$ cat src/hw/rtl/pce_pkg.sv
`timescale 1ns / 1ps

package pce_pkg;

  // Effect kinds carried with each palette entry.
  localparam logic [2:0] KIND_ORIGINAL = 3'd0;
  localparam logic [2:0] KIND_DARK_60  = 3'd1;
  localparam logic [2:0] KIND_DARK_40  = 3'd2;
  localparam logic [2:0] KIND_DARK_30  = 3'd3;
  localparam logic [2:0] KIND_GREY     = 3'd4;
  localparam logic [2:0] KIND_RED      = 3'd5;
  localparam logic [2:0] KIND_FOG      = 3'd6;

  // Configuration register indexes.
  localparam logic [1:0] REG_KEY_RED   = 2'd0;
  localparam logic [1:0] REG_KEY_GREEN = 2'd1;
  localparam logic [1:0] REG_KEY_BLUE  = 2'd2;

  // Q16 luma weights; they sum to exactly 65536.
  localparam logic [15:0] LUMA_R = 16'd13938;
  localparam logic [15:0] LUMA_G = 16'd46868;
  localparam logic [15:0] LUMA_B = 16'd4730;

  // Q16 darkening factors, rounded up.
  localparam logic [15:0] DARK_60 = 16'd39322;
  localparam logic [15:0] DARK_40 = 16'd26215;
  localparam logic [15:0] DARK_30 = 16'd19661;

  localparam logic [8:0] RED_BOOST = 9'd32;
  localparam logic [8:0] FOG_BOOST = 9'd16;

  typedef struct packed {
    logic [7:0] red;
    logic [7:0] green;
    logic [7:0] blue;
  } rgb_t;

  // One request as it enters the pipeline.
  typedef struct packed {
    logic [2:0] kind;
    rgb_t       color;
    logic       last;
  } entry_t;

  // After the first stage: key compare, luma terms and darkened channels.
  typedef struct packed {
    entry_t      entry;
    logic        match;
    logic [23:0] luma_r;
    logic [23:0] luma_g;
    logic [23:0] luma_b;
    rgb_t        dark;
  } prod_t;

  // After the second stage: summed luma.
  typedef struct packed {
    entry_t      entry;
    logic        match;
    logic [23:0] luma;
    rgb_t        dark;
  } luma_t;

  // Finished result.
  typedef struct packed {
    rgb_t color;
    logic match;
    logic last;
  } result_t;

  // Darkening factor for a kind; other kinds do not use it.
  function automatic logic [15:0] dark_factor(logic [2:0] kind);
    logic [15:0] f;
    case (kind)
      KIND_DARK_60: f = DARK_60;
      KIND_DARK_40: f = DARK_40;
      KIND_DARK_30: f = DARK_30;
      default:      f = 16'd0;
    endcase
    return f;
  endfunction

endpackage

$ cat src/hw/rtl/pce_prod_stage.sv
`timescale 1ns / 1ps

module pce_prod_stage import pce_pkg::*; (
  input  logic   clk,
  input  logic   rst,
  input  logic   in_valid,
  output logic   in_ready,
  input  entry_t in_data,
  input  rgb_t   key,
  output logic   out_valid,
  input  logic   out_ready,
  output prod_t  out_data
);

  prod_t       prod_next;
  logic [15:0] factor;
  logic [23:0] dark_r;
  logic [23:0] dark_g;
  logic [23:0] dark_b;

  // Key compare and all per-channel products in parallel.
  always_comb begin
    factor = dark_factor(in_data.kind);
    dark_r = 24'(in_data.color.red) * 24'(factor);
    dark_g = 24'(in_data.color.green) * 24'(factor);
    dark_b = 24'(in_data.color.blue) * 24'(factor);
    prod_next.entry = in_data;
    prod_next.match = (in_data.color == key);
    prod_next.luma_r = 24'(in_data.color.red) * 24'(LUMA_R);
    prod_next.luma_g = 24'(in_data.color.green) * 24'(LUMA_G);
    prod_next.luma_b = 24'(in_data.color.blue) * 24'(LUMA_B);
    prod_next.dark.red = dark_r[23:16];
    prod_next.dark.green = dark_g[23:16];
    prod_next.dark.blue = dark_b[23:16];
  end

  // The stage takes a new request when it is empty or its request moves on.
  assign in_ready = !out_valid || out_ready;

  always_ff @(posedge clk) begin
    if (rst) begin
      out_valid <= 1'b0;
    end else if (in_ready) begin
      out_valid <= in_valid;
    end
  end

  always_ff @(posedge clk) begin
    if (in_ready && in_valid) begin
      out_data <= prod_next;
    end
  end

endmodule

$ cat src/hw/rtl/pce_luma_stage.sv
`timescale 1ns / 1ps

module pce_luma_stage import pce_pkg::*; (
  input  logic  clk,
  input  logic  rst,
  input  logic  in_valid,
  output logic  in_ready,
  input  prod_t in_data,
  output logic  out_valid,
  input  logic  out_ready,
  output luma_t out_data
);

  luma_t luma_next;

  // Sum of the three weighted channels; at most 255 * 65536, so 24 bits hold it.
  always_comb begin
    luma_next.entry = in_data.entry;
    luma_next.match = in_data.match;
    luma_next.luma = in_data.luma_r + in_data.luma_g + in_data.luma_b;
    luma_next.dark = in_data.dark;
  end

  assign in_ready = !out_valid || out_ready;

  always_ff @(posedge clk) begin
    if (rst) begin
      out_valid <= 1'b0;
    end else if (in_ready) begin
      out_valid <= in_valid;
    end
  end

  always_ff @(posedge clk) begin
    if (in_ready && in_valid) begin
      out_data <= luma_next;
    end
  end

endmodule

$ cat src/hw/rtl/pce_out_stage.sv
`timescale 1ns / 1ps

module pce_out_stage import pce_pkg::*; (
  input  logic    clk,
  input  logic    rst,
  input  logic    in_valid,
  output logic    in_ready,
  input  luma_t   in_data,
  output logic    out_valid,
  input  logic    out_ready,
  output result_t out_data
);

  result_t     result_next;
  logic [39:0] fog_prod;
  logic [7:0]  grey;
  logic [7:0]  fog;
  logic [8:0]  red_sum;
  logic [8:0]  fog_sum;
  logic [7:0]  red_tint;
  logic [7:0]  fog_blue;

  // Fog is luma times 0.4 in Q32; the other effects only select and saturate.
  always_comb begin
    fog_prod = 40'(in_data.luma) * 40'(DARK_40);
    fog = fog_prod[39:32];
    grey = in_data.luma[23:16];
    red_sum = {1'b0, grey} + RED_BOOST;
    fog_sum = {1'b0, fog} + FOG_BOOST;
    red_tint = red_sum[8] ? 8'hFF : red_sum[7:0];
    fog_blue = fog_sum[8] ? 8'hFF : fog_sum[7:0];

    result_next.color = in_data.entry.color;
    result_next.match = in_data.match;
    result_next.last = in_data.entry.last;
    if (!in_data.match) begin
      case (in_data.entry.kind)
        KIND_DARK_60, KIND_DARK_40, KIND_DARK_30: begin
          result_next.color = in_data.dark;
        end
        KIND_GREY: begin
          result_next.color = '{red: grey, green: grey, blue: grey};
        end
        KIND_RED: begin
          result_next.color = '{red: red_tint, green: 8'd0, blue: 8'd0};
        end
        KIND_FOG: begin
          result_next.color = '{red: fog, green: fog, blue: fog_blue};
        end
        default: begin
          result_next.color = in_data.entry.color;
        end
      endcase
    end
  end

  assign in_ready = !out_valid || out_ready;

  always_ff @(posedge clk) begin
    if (rst) begin
      out_valid <= 1'b0;
    end else if (in_ready) begin
      out_valid <= in_valid;
    end
  end

  always_ff @(posedge clk) begin
    if (in_ready && in_valid) begin
      out_data <= result_next;
    end
  end

endmodule

$ cat src/hw/rtl/palette_color_effect.sv
`timescale 1ns / 1ps

// Palette color effect: each request carries one RGB palette entry and an effect kind
// (original, three darkening levels, luma grey, red tint, fog) and yields one result.
// An entry equal to the color key passes unchanged with matched_key set. The pipeline
// has three register stages (products and key compare, luma sum, fog product and output
// select), and one request is taken every cycle while results are taken. Each stage holds
// its request under backpressure and fills bubbles, so result_ready reaches item_ready
// through the stages combinationally. Key writes are always accepted (cfg_ready is tied
// high) and are meant to be made while no request is in flight.
module palette_color_effect import pce_pkg::*; (
  input  logic       clk,
  input  logic       rst,
  input  logic       item_valid,
  output logic       item_ready,
  input  logic [2:0] kind,
  input  logic [7:0] red_in,
  input  logic [7:0] green_in,
  input  logic [7:0] blue_in,
  input  logic       last_entry,
  output logic       result_valid,
  input  logic       result_ready,
  output logic [7:0] red_out,
  output logic [7:0] green_out,
  output logic [7:0] blue_out,
  output logic       matched_key,
  output logic       last_out,
  input  logic       cfg_valid,
  output logic       cfg_ready,
  input  logic [1:0] cfg_index,
  input  logic [7:0] cfg_data
);

  rgb_t    key;
  entry_t  entry;
  logic    s1_valid;
  logic    s1_ready;
  prod_t   s1_data;
  logic    s2_valid;
  logic    s2_ready;
  luma_t   s2_data;
  result_t result;

  // Color key registers.
  assign cfg_ready = 1'b1;

  always_ff @(posedge clk) begin
    if (rst) begin
      key <= '0;
    end else if (cfg_valid && cfg_ready) begin
      case (cfg_index)
        REG_KEY_RED:   key.red <= cfg_data;
        REG_KEY_GREEN: key.green <= cfg_data;
        REG_KEY_BLUE:  key.blue <= cfg_data;
        default: ;
      endcase
    end
  end

  assign entry = '{kind: kind, color: '{red: red_in, green: green_in, blue: blue_in},
                   last: last_entry};

  // Three pipeline stages.
  pce_prod_stage u_prod (
    .clk       (clk),
    .rst       (rst),
    .in_valid  (item_valid),
    .in_ready  (item_ready),
    .in_data   (entry),
    .key       (key),
    .out_valid (s1_valid),
    .out_ready (s1_ready),
    .out_data  (s1_data)
  );

  pce_luma_stage u_luma (
    .clk       (clk),
    .rst       (rst),
    .in_valid  (s1_valid),
    .in_ready  (s1_ready),
    .in_data   (s1_data),
    .out_valid (s2_valid),
    .out_ready (s2_ready),
    .out_data  (s2_data)
  );

  pce_out_stage u_out (
    .clk       (clk),
    .rst       (rst),
    .in_valid  (s2_valid),
    .in_ready  (s2_ready),
    .in_data   (s2_data),
    .out_valid (result_valid),
    .out_ready (result_ready),
    .out_data  (result)
  );

  assign red_out = result.color.red;
  assign green_out = result.color.green;
  assign blue_out = result.color.blue;
  assign matched_key = result.match;
  assign last_out = result.last;

`ifndef SYNTHESIS
  // A request held in the first stage under backpressure is neither lost nor changed.
  a_s1_hold: assert property (@(posedge clk) disable iff (rst)
    s1_valid && !s1_ready |=> s1_valid && $stable(s1_data))
    else $error("first stage request lost or changed while stalled");

  // The same for the second stage.
  a_s2_hold: assert property (@(posedge clk) disable iff (rst)
    s2_valid && !s2_ready |=> s2_valid && $stable(s2_data))
    else $error("second stage request lost or changed while stalled");

  // A key match always leaves the entry unchanged through the last stage.
  a_match_pass: assert property (@(posedge clk) disable iff (rst)
    s2_valid && s2_ready && s2_data.match |=> result_valid && matched_key
      && (result.color == $past(s2_data.entry.color)))
    else $error("matched entry was altered");
`endif

endmodule

$ cat config.mk
export PLATFORM = sky130hd
export DESIGN_NAME = palette_color_effect
export DESIGN_NICKNAME = d
export VERILOG_FILES = /design/src/hw/rtl/pce_pkg.sv /design/src/hw/rtl/pce_prod_stage.sv /design/src/hw/rtl/pce_luma_stage.sv /design/src/hw/rtl/pce_out_stage.sv /design/src/hw/rtl/palette_color_effect.sv
export SDC_FILE = /design/constraint.sdc
export NUM_CORES = 1
export LEC_CHECK = 0
export CAP_MARGIN = 20
export CORE_AREA = 3 3 197 295
export CTS_BUF_LIST = sky130_fd_sc_hd__clkbuf_4 sky130_fd_sc_hd__clkbuf_8
export CTS_CLUSTER_SIZE = 16
export DETAILED_ROUTE_END_ITERATION = 10
export DIE_AREA = 0 0 200 298
export DONT_BUFFER_PORTS = 1
export PLACE_DENSITY = 0.8
export SETUP_SLACK_MARGIN = 0.1
export SKIP_CTS_REPAIR_TIMING = 1
export SLEW_MARGIN = 10
export SYNTH_ARGS = -nofsm -noshare
export SYNTH_HDL_FRONTEND = slang
export SYNTH_HIERARCHICAL = 1
export SYNTH_SLANG_ARGS = --single-unit
$ cat constraint.sdc
create_clock -name clk -period 10 [get_ports clk]
set_input_delay 2 -clock clk [delete_from_list [all_inputs] [get_ports clk]]
set_output_delay 2 -clock clk [all_outputs]
set_load 0.01 [all_outputs]
==> results.toml, run 1 <==
[timing]
rsz0062_at_grt = "false"
hold_slack_ns = 0.3987
finalCritPeriodShare = 0.7478
worst_slew_pin_slew_ns = 1.052
slew_viol_final = 0
hold_viol = 0
relSlewSlack = 0.2988
clock_skew_ns = 0.03146
fmax_ghz = 0.1337
tns_ns = 0
fin_crit_ns = 7.478
setup_violations = 0

[die]
start_util = 0.5475
ios = 72
core_area_mm2 = 0.05584
die_h_um = 298
die_w_um = 200
die-area_mm2 = 0.05960
row_count = 106

[grt]
use_met3 = 0.04389
grt-busiest-layer = "met2"
grt_pass1_vias = 22470
grtUsageTotal = 0.2488
antenna_found_initial = 2
grt_max_degree = 78
grt-ovfl-total = 0
grt_pass1_wl_um = 114700
grtUsageMet1 = 0.2635
grtUsageMet2 = 0.4541

[worst_setup_path]
crit_fanout = 25
critPathKind = "in2reg"
worst_setup_path_end_kind = "flop"
crit_arrival_ns = 7.79
required_ns = 10.32
cp-start-kind = "input port"

[synth]
synth.distinct_cells = 90
netlist_instances = 2938
synth_edf_count = 212
synth_warnings = 6
ys.flop_type = "edfxtp_1"
syn_area_mm2 = 0.03057
ys_ff_latch = 239
seq_area_frac_synth = 0.2259
postSynthAreaPerCell_um2 = 10.40
synthArstFlopShare = 0

[clock_tree]
htreeDepth = 2
cts_root_buffer = "clkbuf_8"
numCtsBuffers = 36
cts.sinks = 239
cts_tree = "yes"
clk_pin_slew_worst_paths_ns = 0.08
cts.path.max_buffers = 3
insertion_delay_ns = 0.58

[detailed_routing]
drc = 0
wl_per_cell_um = 19.32
routed_via_density = 5.536
drtAntennaViolNets = 0
via_count = 20620
drt_iter0_markers = 1112
wirelength_um = 71990
dr.pass1.iters = 5

[final_layout]
drive_gt1_frac = 0.03977
nNetsFinal = 3860
area_growth_pct = 4.748

[job]
cap_viol_max_count = 0

[place]
place_hpwl_um = 59850
gp_congestion = 0.9508
io_buffers = 0

[outcome]
status = "complete, no violations"

[worst_hold_path]
hold_path.class = "reg2reg"
==> cell families (layout without fill, tap and decap cells) <==
kind of cell / count (synthesis) / count (layout) / share of synthesized area
compound gates: 393 / 393 / 0.08317
xor+xnor: 138 / 138 / 0.04015
fa+ha+maj: 875 / 875 / 0.4581
buf+inv: 758 / 779 / 0.09680
flops: 239 / 239 / 0.2259
mux: 28 / 28 / 0.009251
other cells: 2 / 12 / 0.0002457
simple gates: 505 / 505 / 0.08632
==> final timing paths <==
check | depth (start not counted) | endpoint | startpoint | slack, ns
worst max register to register | 22 | u_out/out_data[8]$_DFFE_PP_ | u_luma/out_data[40]$_DFFE_PP_ | 3.05
worst min-delay path | 0 | u_luma/out_data[48]$_DFFE_PP_ | u_prod/out_data[96]$_DFFE_PP_ | 0.40
worst max-delay path | 21 | u_prod/out_data[13]$_DFFE_PP_ | kind[2] | 2.52
worst min register to register | 0 | u_luma/out_data[48]$_DFFE_PP_ | u_prod/out_data[96]$_DFFE_PP_ | 0.40
==> synth_stat cells (all sizes together), types with 6 or more instances <==
cell | count | share of area
nor2b | 17 | 0.0035
nand3 | 34 | 0.0056
and3 | 10 | 0.0021
o21a | 22 | 0.0054
nand3b | 10 | 0.0026
nand2b | 48 | 0.0098
nor3 | 32 | 0.0054
a21oi | 127 | 0.021
o2111ai | 8 | 0.0023
buf | 26 | 0.0063
nor3b | 6 | 0.0020
or3 | 6 | 0.0012
or2 | 27 | 0.0055
nand4 | 21 | 0.0047
a31oi | 26 | 0.0055
nor4 | 9 | 0.0020
a211oi | 15 | 0.0037
and2 | 45 | 0.0093
ha | 468 | 0.19
o21bai | 10 | 0.0025
clkbuf | 22 | 0.0034
o21ai | 71 | 0.012
o31ai | 6 | 0.0015
xor2 | 59 | 0.017
nand2 | 126 | 0.015
fa | 407 | 0.27
xnor2 | 79 | 0.023
o211ai | 14 | 0.0036
mux2i | 26 | 0.0085
dfxtp | 27 | 0.018
nor2 | 96 | 0.012
a21o | 37 | 0.0092
edfxtp | 212 | 0.21
inv | 710 | 0.087
a22oi | 6 | 0.0015
==> cells in the final DEF (no fill, tap or decap), types with 9 or more instances in the layout <==
master	count
a211oi_1	15
a21o_1	35
a21oi_1	127
a31oi_1	25
and2_1	42
and3_1	9
clkbuf_4	10
clkbuf_8	37
conb_1	10
dfxtp_1	27
edfxtp_1	212
fa_1	407
ha_1	468
inv_1	710
mux2i_1	26
nand2_1	126
nand2b_1	48
nand3_1	34
nand3b_1	9
nand4_1	19
nor2_1	95
nor2b_1	17
nor3_1	30
o211ai_1	13
o21a_1	22
o21ai_0	62
o21ai_1	9
o21bai_1	10
or2_2	27
xnor2_1	78
xor2_1	59
==> flip-flops by register name, summed over array words and instances (netlist names) <==
name and flops:
key 24, u_luma/out_data 77, u_luma/out_valid 1, u_out/out_data 26
u_out/out_valid 1, u_prod/out_data 109, u_prod/out_valid 1
==> critical path, cell delays in order <==
cell       delay, ns
and2b_1         0.73
nor2b_1         0.28
buf_4           0.29
and2_1          0.20
inv_1           0.07
and2_1          0.16
fa_1            0.54
inv_1           0.06
fa_1            0.53
inv_1           0.06
fa_1            0.49
fa_1            0.49
inv_1           0.04
ha_1            0.19
a2111o_1        0.37
a31oi_1         0.20
o31a_1          0.21
o22ai_2         0.14
a2111oi_0       0.45
nor3_1          0.13
xor2_1          0.15
==> cell type report <==
cell class | instances | area, µm²
fill | 4691 | 23820
multi-input combinational | 1949 | 20740
sequential | 239 | 6907
inverter | 710 | 2665
tap | 756 | 945.9
clock buffer | 47 | 584.3
clock inverter | 16 | 125.1
timing repair buffer | 6 | 45.04
antenna | 2 | 5.005
==> stage by stage <==
step | worst slack [ns] | std cells | util | instance area [µm²]
finish | 2.522 | 3725 | 0.5735 | 32020
global route | 2.279 | 3724 | 0.5734 | 32020
CTS | 2.607 | 3723 | 0.5734 | 32010
detailed placement | 2.003 | 3660 | 0.5607 | 31310
global placement | 2.184 | 3660 | 0.5607 | 31310
floorplan | 2.374 | 2946 | - | 30600
==> layer usage <==
layer / vias up / wire (µm)
met5: - / 0
met4: 0 / 4782
met3: 260 / 3524
met2: 603 / 38150
met1: 10150 / 25530
li1: 9606 / -
Power of run 1 is not shown: default switching activity piles up to over one toggle a cycle in this logic, so the estimate is an artifact.
==> inputs of run 2 (changes only) <==
- PLACE_DENSITY: 0.8 -> 0.83
- clock period: 10 -> 6.4 ns (I/O delays scaled with it)
==> run 2 against run 1 <==
Compared with the run above:
- critical path depth fell by 1
- first-iteration DRC count rose by 2.3%
- count of clock-buffer cells in the layout fell by 4
- register-to-register slack got worse by 2.9 ns
- final cell count rose by 2.5%
- design area rose by 3.5%
- global-route usage rose by 0.071 points
==> results.toml, run 2 (same netlist as run 1, synthesis figures left out) <==
[worst_setup_path]
r2r_start = "u_luma/out_data[30]$_DFFE_PP_"
crit_fanout = 4
cp-start-kind = "flop"
worst_setup_path_end_kind = "flop"
critPathKind = "reg2reg"
reg2reg_to = "u_out/out_data[7]$_DFFE_PP_"
cp_cell_sequence = "ha_1 > xor2_1 > ha_1 > fa_1 > fa_1 > fa_1 > inv_1 > fa_1 > inv_1 > ha_1 > nand2_2 > nor4_4 > o211ai_1 > a21o_2 > and2_1 > ha_1 > mux2i_1 > nor2_1 > a21oi_2 > a21oi_1"
required_ns = 6.67
crit_arrival_ns = 6.53
ff2ff_path_depth = 20
cp_slowest_cell = "fa_1"
worst-r2r-setup-slack_ns = 0.14
slowest_delay_ns = 0.60

[final_layout]
largest_reg_flops = 109
reg.largest.list = "u_prod/out_data (109), u_luma/out_data (77), u_out/out_data (26)"
fin_util = 0.5936
nFillCells = 4344
nNetsFinal = 3949
layout_common_cells = "699 x inv_1, 447 x ha_1, 404 x fa_1"
stdcell_area_mm2 = 0.03314
regMostFlops = "u_prod/out_data"
layout_commonest_cell = "inv_1"
area_growth_pct = 8.424
drive_gt1_frac = 0.09222

[place]
io_buffers = 0
gp_congestion = 0.9690
pre_cts_ws_ns = -0.1277
place_hpwl_um = 60490
place_area_mm2 = 0.03187

[timing]
slew_viol_final = 0
setup_violations = 0
hold_viol = 0
worst_slew_pin_slew_ns = 1.042
fmax_ghz = 0.1598
fin_crit_ns = 6.258
clock_skew_ns = 0.02842
finalCritPeriodShare = 0.9778
relSlewSlack = 0.3052
fin_ws_ns = 0.1422
tns_ns = 0

[worst_hold_path]
hold_end = "u_luma/out_data[49]$_DFFE_PP_"
whs_path_depth = 0
hold_path.class = "reg2reg"
worstHoldStart = "u_prod/out_data[97]$_DFFE_PP_"

[die]
die_h_um = 298
start_util = 0.5475
row_count = 106
ios = 72
die-area_mm2 = 0.05960
die_w_um = 200
core_area_mm2 = 0.05584

[clock_tree]
insertion_delay_ns = 0.56
cts.sinks = 239
clk_pin_slew_worst_paths_ns = 0.07
htreeDepth = 2
numCtsBuffers = 35
cts.path.max_buffers = 3
cts_root_buffer = "clkbuf_8"
cts_tree = "yes"

[grt]
antenna_found_initial = 2
grt_pass1_wl_um = 116000
grtUsageTotal = 0.2495
grt_pass1_vias = 23100
grt-ovfl-total = 0
grt_max_degree = 78

[detailed_routing]
wirelength_um = 74690
routed_via_density = 5.603
drtAntennaViolNets = 0
via_count = 21390
dr.pass1.iters = 6
wl_per_cell_um = 19.57
drt_iter0_markers = 1138
drc = 0

[outcome]
status = "complete, no violations"

[job]
cap_viol_max_count = 0
-- run 2: changes by cell type in the layout (fill, tap and decap cells not counted), moves of 6 or more --
cell | before | now
inv_1 | 710 | 699
nand2_1 | 126 | 119
buf_4 | 6 | 93
o21ai_0 | 62 | 52
nand2_2 | 0 | 6
o21ai_1 | 9 | 15
a21oi_2 | 0 | 8
ha_4 | 0 | 17
inv_2 | 0 | 11
a21oi_1 | 127 | 118
ha_1 | 468 | 447
-- run 2: cell type report --
cell class	instances	area (µm²)	area share
antenna	3	7.507	0.0002265
clock inverter	21	116.4	0.003511
multi-input combinational	1949	21210	0.6400
timing repair buffer	96	740.7	0.02235
clock buffer	43	548.0	0.01654
tap	756	945.9	0.02854
inverter	710	2665	0.08041
sequential	239	6907	0.2084
-- run 2: worst max-delay path: cells and delay by family, from the launching register on --
family	cells	cell delay [ns]
AOI/OAI and AO/OA	4	0.76
xor gates and xnor gates	1	0.17
adders and majority gates	8	3.52
buffers and inverters	2	0.12
DFF	1	0.52
muxes	1	0.16
and+or+nand+nor	4	0.71
-- run 2: per-layer routing --
metal  vias to the layer above  share of wire  GRT usage
met3                       342          0.046    0.03416
met5                         -        0.00015          0
li1                       9783              -          -
met2                       772           0.53     0.4595
met1                     10490           0.35     0.2642
met4                         2          0.076     0.1535
-- run 2: per-stage QoR --
step	hold slack, ns	std cells
finish	0.4154	3817
global route	0.4160	3815
CTS	0.4179	3792
detailed placement	0.4045	3728
global placement	0.4003	3728
floorplan	0.4003	2946
-- run 2: how the worst max path moves through the flow --
stage	from	end	slack, ns
floorplan	kind[1]	u_prod/out_data[7]$_DFFE_PP_	0.05
global placement	kind[2]	u_prod/out_data[13]$_DFFE_PP_	-0.07
detailed placement	kind[2]	u_prod/out_data[7]$_DFFE_PP_	-0.13
CTS	u_luma/out_data[37]$_DFFE_PP_	u_out/out_data[8]$_DFFE_PP_	-0.13
global route	u_luma/out_data[36]$_DFFE_PP_	u_out/out_data[7]$_DFFE_PP_	-0.09
finish	u_luma/out_data[30]$_DFFE_PP_	u_out/out_data[7]$_DFFE_PP_	0.14
Power of run 2 is left out for the same reason.
==> inputs of run 3 (changes only) <==
- CORE_AREA: 3 3 197 295 -> 3 3 217 326
- DIE_AREA: 0 0 200 298 -> 0 0 220 329
- PLACE_DENSITY: 0.83 -> 0.71
==> run 3 against run 2 <==
Compared with the run above:
- via count is 4.2% lower
- maximum frequency is 1.2% higher
- clock skew is 0.0077 ns higher
- wire length is 3.2% lower
- worst hold slack worse by 0.0034 ns
- sequential share of layout area is 0.20 points lower
- critical path depth is 2 higher
- flip-flop and latch count stayed put
- critical path type unchanged
==> results.toml, run 3 (same netlist as run 1, synthesis figures left out) <==
[final_layout]
drive_gt1_frac = 0.08806
area_growth_pct = 9.463
multi_input_area_mm2 = 0.02110
layout_common_cells = "701 x inv_1, 452 x ha_1, 406 x fa_1"
largest_reg_flops = 109
regMostFlops = "u_prod/out_data"
regArea_mm2 = 0.006907
layout_commonest_cell = "inv_1"
nFillCells = 6126
nNetsFinal = 3955
reg.largest.list = "u_prod/out_data (109), u_luma/out_data (77), u_out/out_data (26)"
stdcell_area_mm2 = 0.03346

[die]
die-area_mm2 = 0.07238
core_area_mm2 = 0.06793
start_util = 0.4500
ios = 72
die_h_um = 329
die_w_um = 220
row_count = 117

[detailed_routing]
wirelength_um = 72330
drt_iter0_markers = 870
routed_via_density = 5.174
wl_per_cell_um = 18.27
via_count = 20480
dr.pass1.iters = 5
drc = 0
drtAntennaViolNets = 0

[worst_hold_path]
hold_path.class = "reg2reg"

[clock_tree]
cts.path.max_buffers = 3
cts_tree = "yes"
clk_pin_slew_worst_paths_ns = 0.07
cts_root_buffer = "clkbuf_8"
cts.sinks = 239
numCtsBuffers = 37
insertion_delay_ns = 0.58
htreeDepth = 2

[timing]
hold_viol = 0
worst_slew_pin_slew_ns = 1.045
hold_slack_ns = 0.4119
finalCritPeriodShare = 0.9665
fin_crit_ns = 6.186
fmax_ghz = 0.1617
setup_violations = 0
rsz0062_at_grt = "true"
clock_skew_ns = 0.03613
relSlewSlack = 0.3033
slew_viol_final = 0

[grt]
grtUsageTotal = 0.2060
grt_max_degree = 78
antenna_found_initial = 1
grt_pass1_wl_um = 115700
grt-ovfl-total = 0
grt_pass1_vias = 22290

[place]
io_buffers = 0
gp_congestion = 0.9395
place_hpwl_um = 60380
place_area_mm2 = 0.03208

[worst_setup_path]
crit_fanout = 6
critPathKind = "reg2reg"
required_ns = 6.72
crit_arrival_ns = 6.51
cp-start-kind = "flop"
worst_setup_path_end_kind = "flop"

[job]
cap_viol_max_count = 0

[outcome]
status = "complete, no violations"
[run 3: through the flow]
stage / instances / utilization / worst slack (ns) / TNS, ns
after floorplan: 2946 / - / 0.05191 / 0
after global placement: 3871 / 0.4723 / -0.07895 / -0.2365
after detailed placement: 3871 / 0.4723 / -0.1388 / -0.8734
after CTS: 3939 / 0.4859 / -0.1213 / -0.3141
after global routing: 3959 / 0.4926 / -0.001302 / -0.001302
final: 3959 / 0.4926 / 0.2142 / 0
[run 3: path summary, 6_finish.rpt]
check,startpoint,end,slack [ns],cells after the start
min,u_prod/out_data[96]$_DFFE_PP_,u_luma/out_data[48]$_DFFE_PP_,0.41,0
min reg2reg,u_prod/out_data[96]$_DFFE_PP_,u_luma/out_data[48]$_DFFE_PP_,0.41,0
max reg2reg,u_luma/out_data[36]$_DFFE_PP_,u_out/out_data[8]$_DFFE_PP_,0.21,22
max,u_luma/out_data[36]$_DFFE_PP_,u_out/out_data[8]$_DFFE_PP_,0.21,22
[run 3: cell type report]
cell class / count / share of cell area
antenna: 1 / 0.00007479
tap: 892 / 0.03335
inverter: 710 / 0.07965
sequential: 239 / 0.2064
clock inverter: 28 / 0.01170
multi-input combinational: 1949 / 0.6305
clock buffer: 40 / 0.01589
timing repair buffer: 100 / 0.02244
[run 3: metal layers]
layer,vias to the layer above,track usage,part of all wire
met5,-,0,0
met4,0,0.1053,0.058
met3,217,0.02335,0.033
met2,416,0.3866,0.54
met1,10090,0.2269,0.37
li1,9763,-,-
[run 3: critical path, stage by stage (launching register included)]
cell and delay (ns):
edfxtp_1 0.49, buf_4 0.20, ha_4 0.27, inv_1 0.05
fa_1 0.51, fa_1 0.47, fa_1 0.55, inv_1 0.06
fa_1 0.53, inv_1 0.05, fa_1 0.51, inv_1 0.07
ha_4 0.30, nand4_4 0.15, nor4_4 0.35, o211ai_1 0.21
a21o_2 0.27, and2_1 0.18, ha_4 0.16, xor2_1 0.16
and3_2 0.24, o21ai_2 0.11, a21oi_1 0.07
Power of run 3 is left out for the same reason.
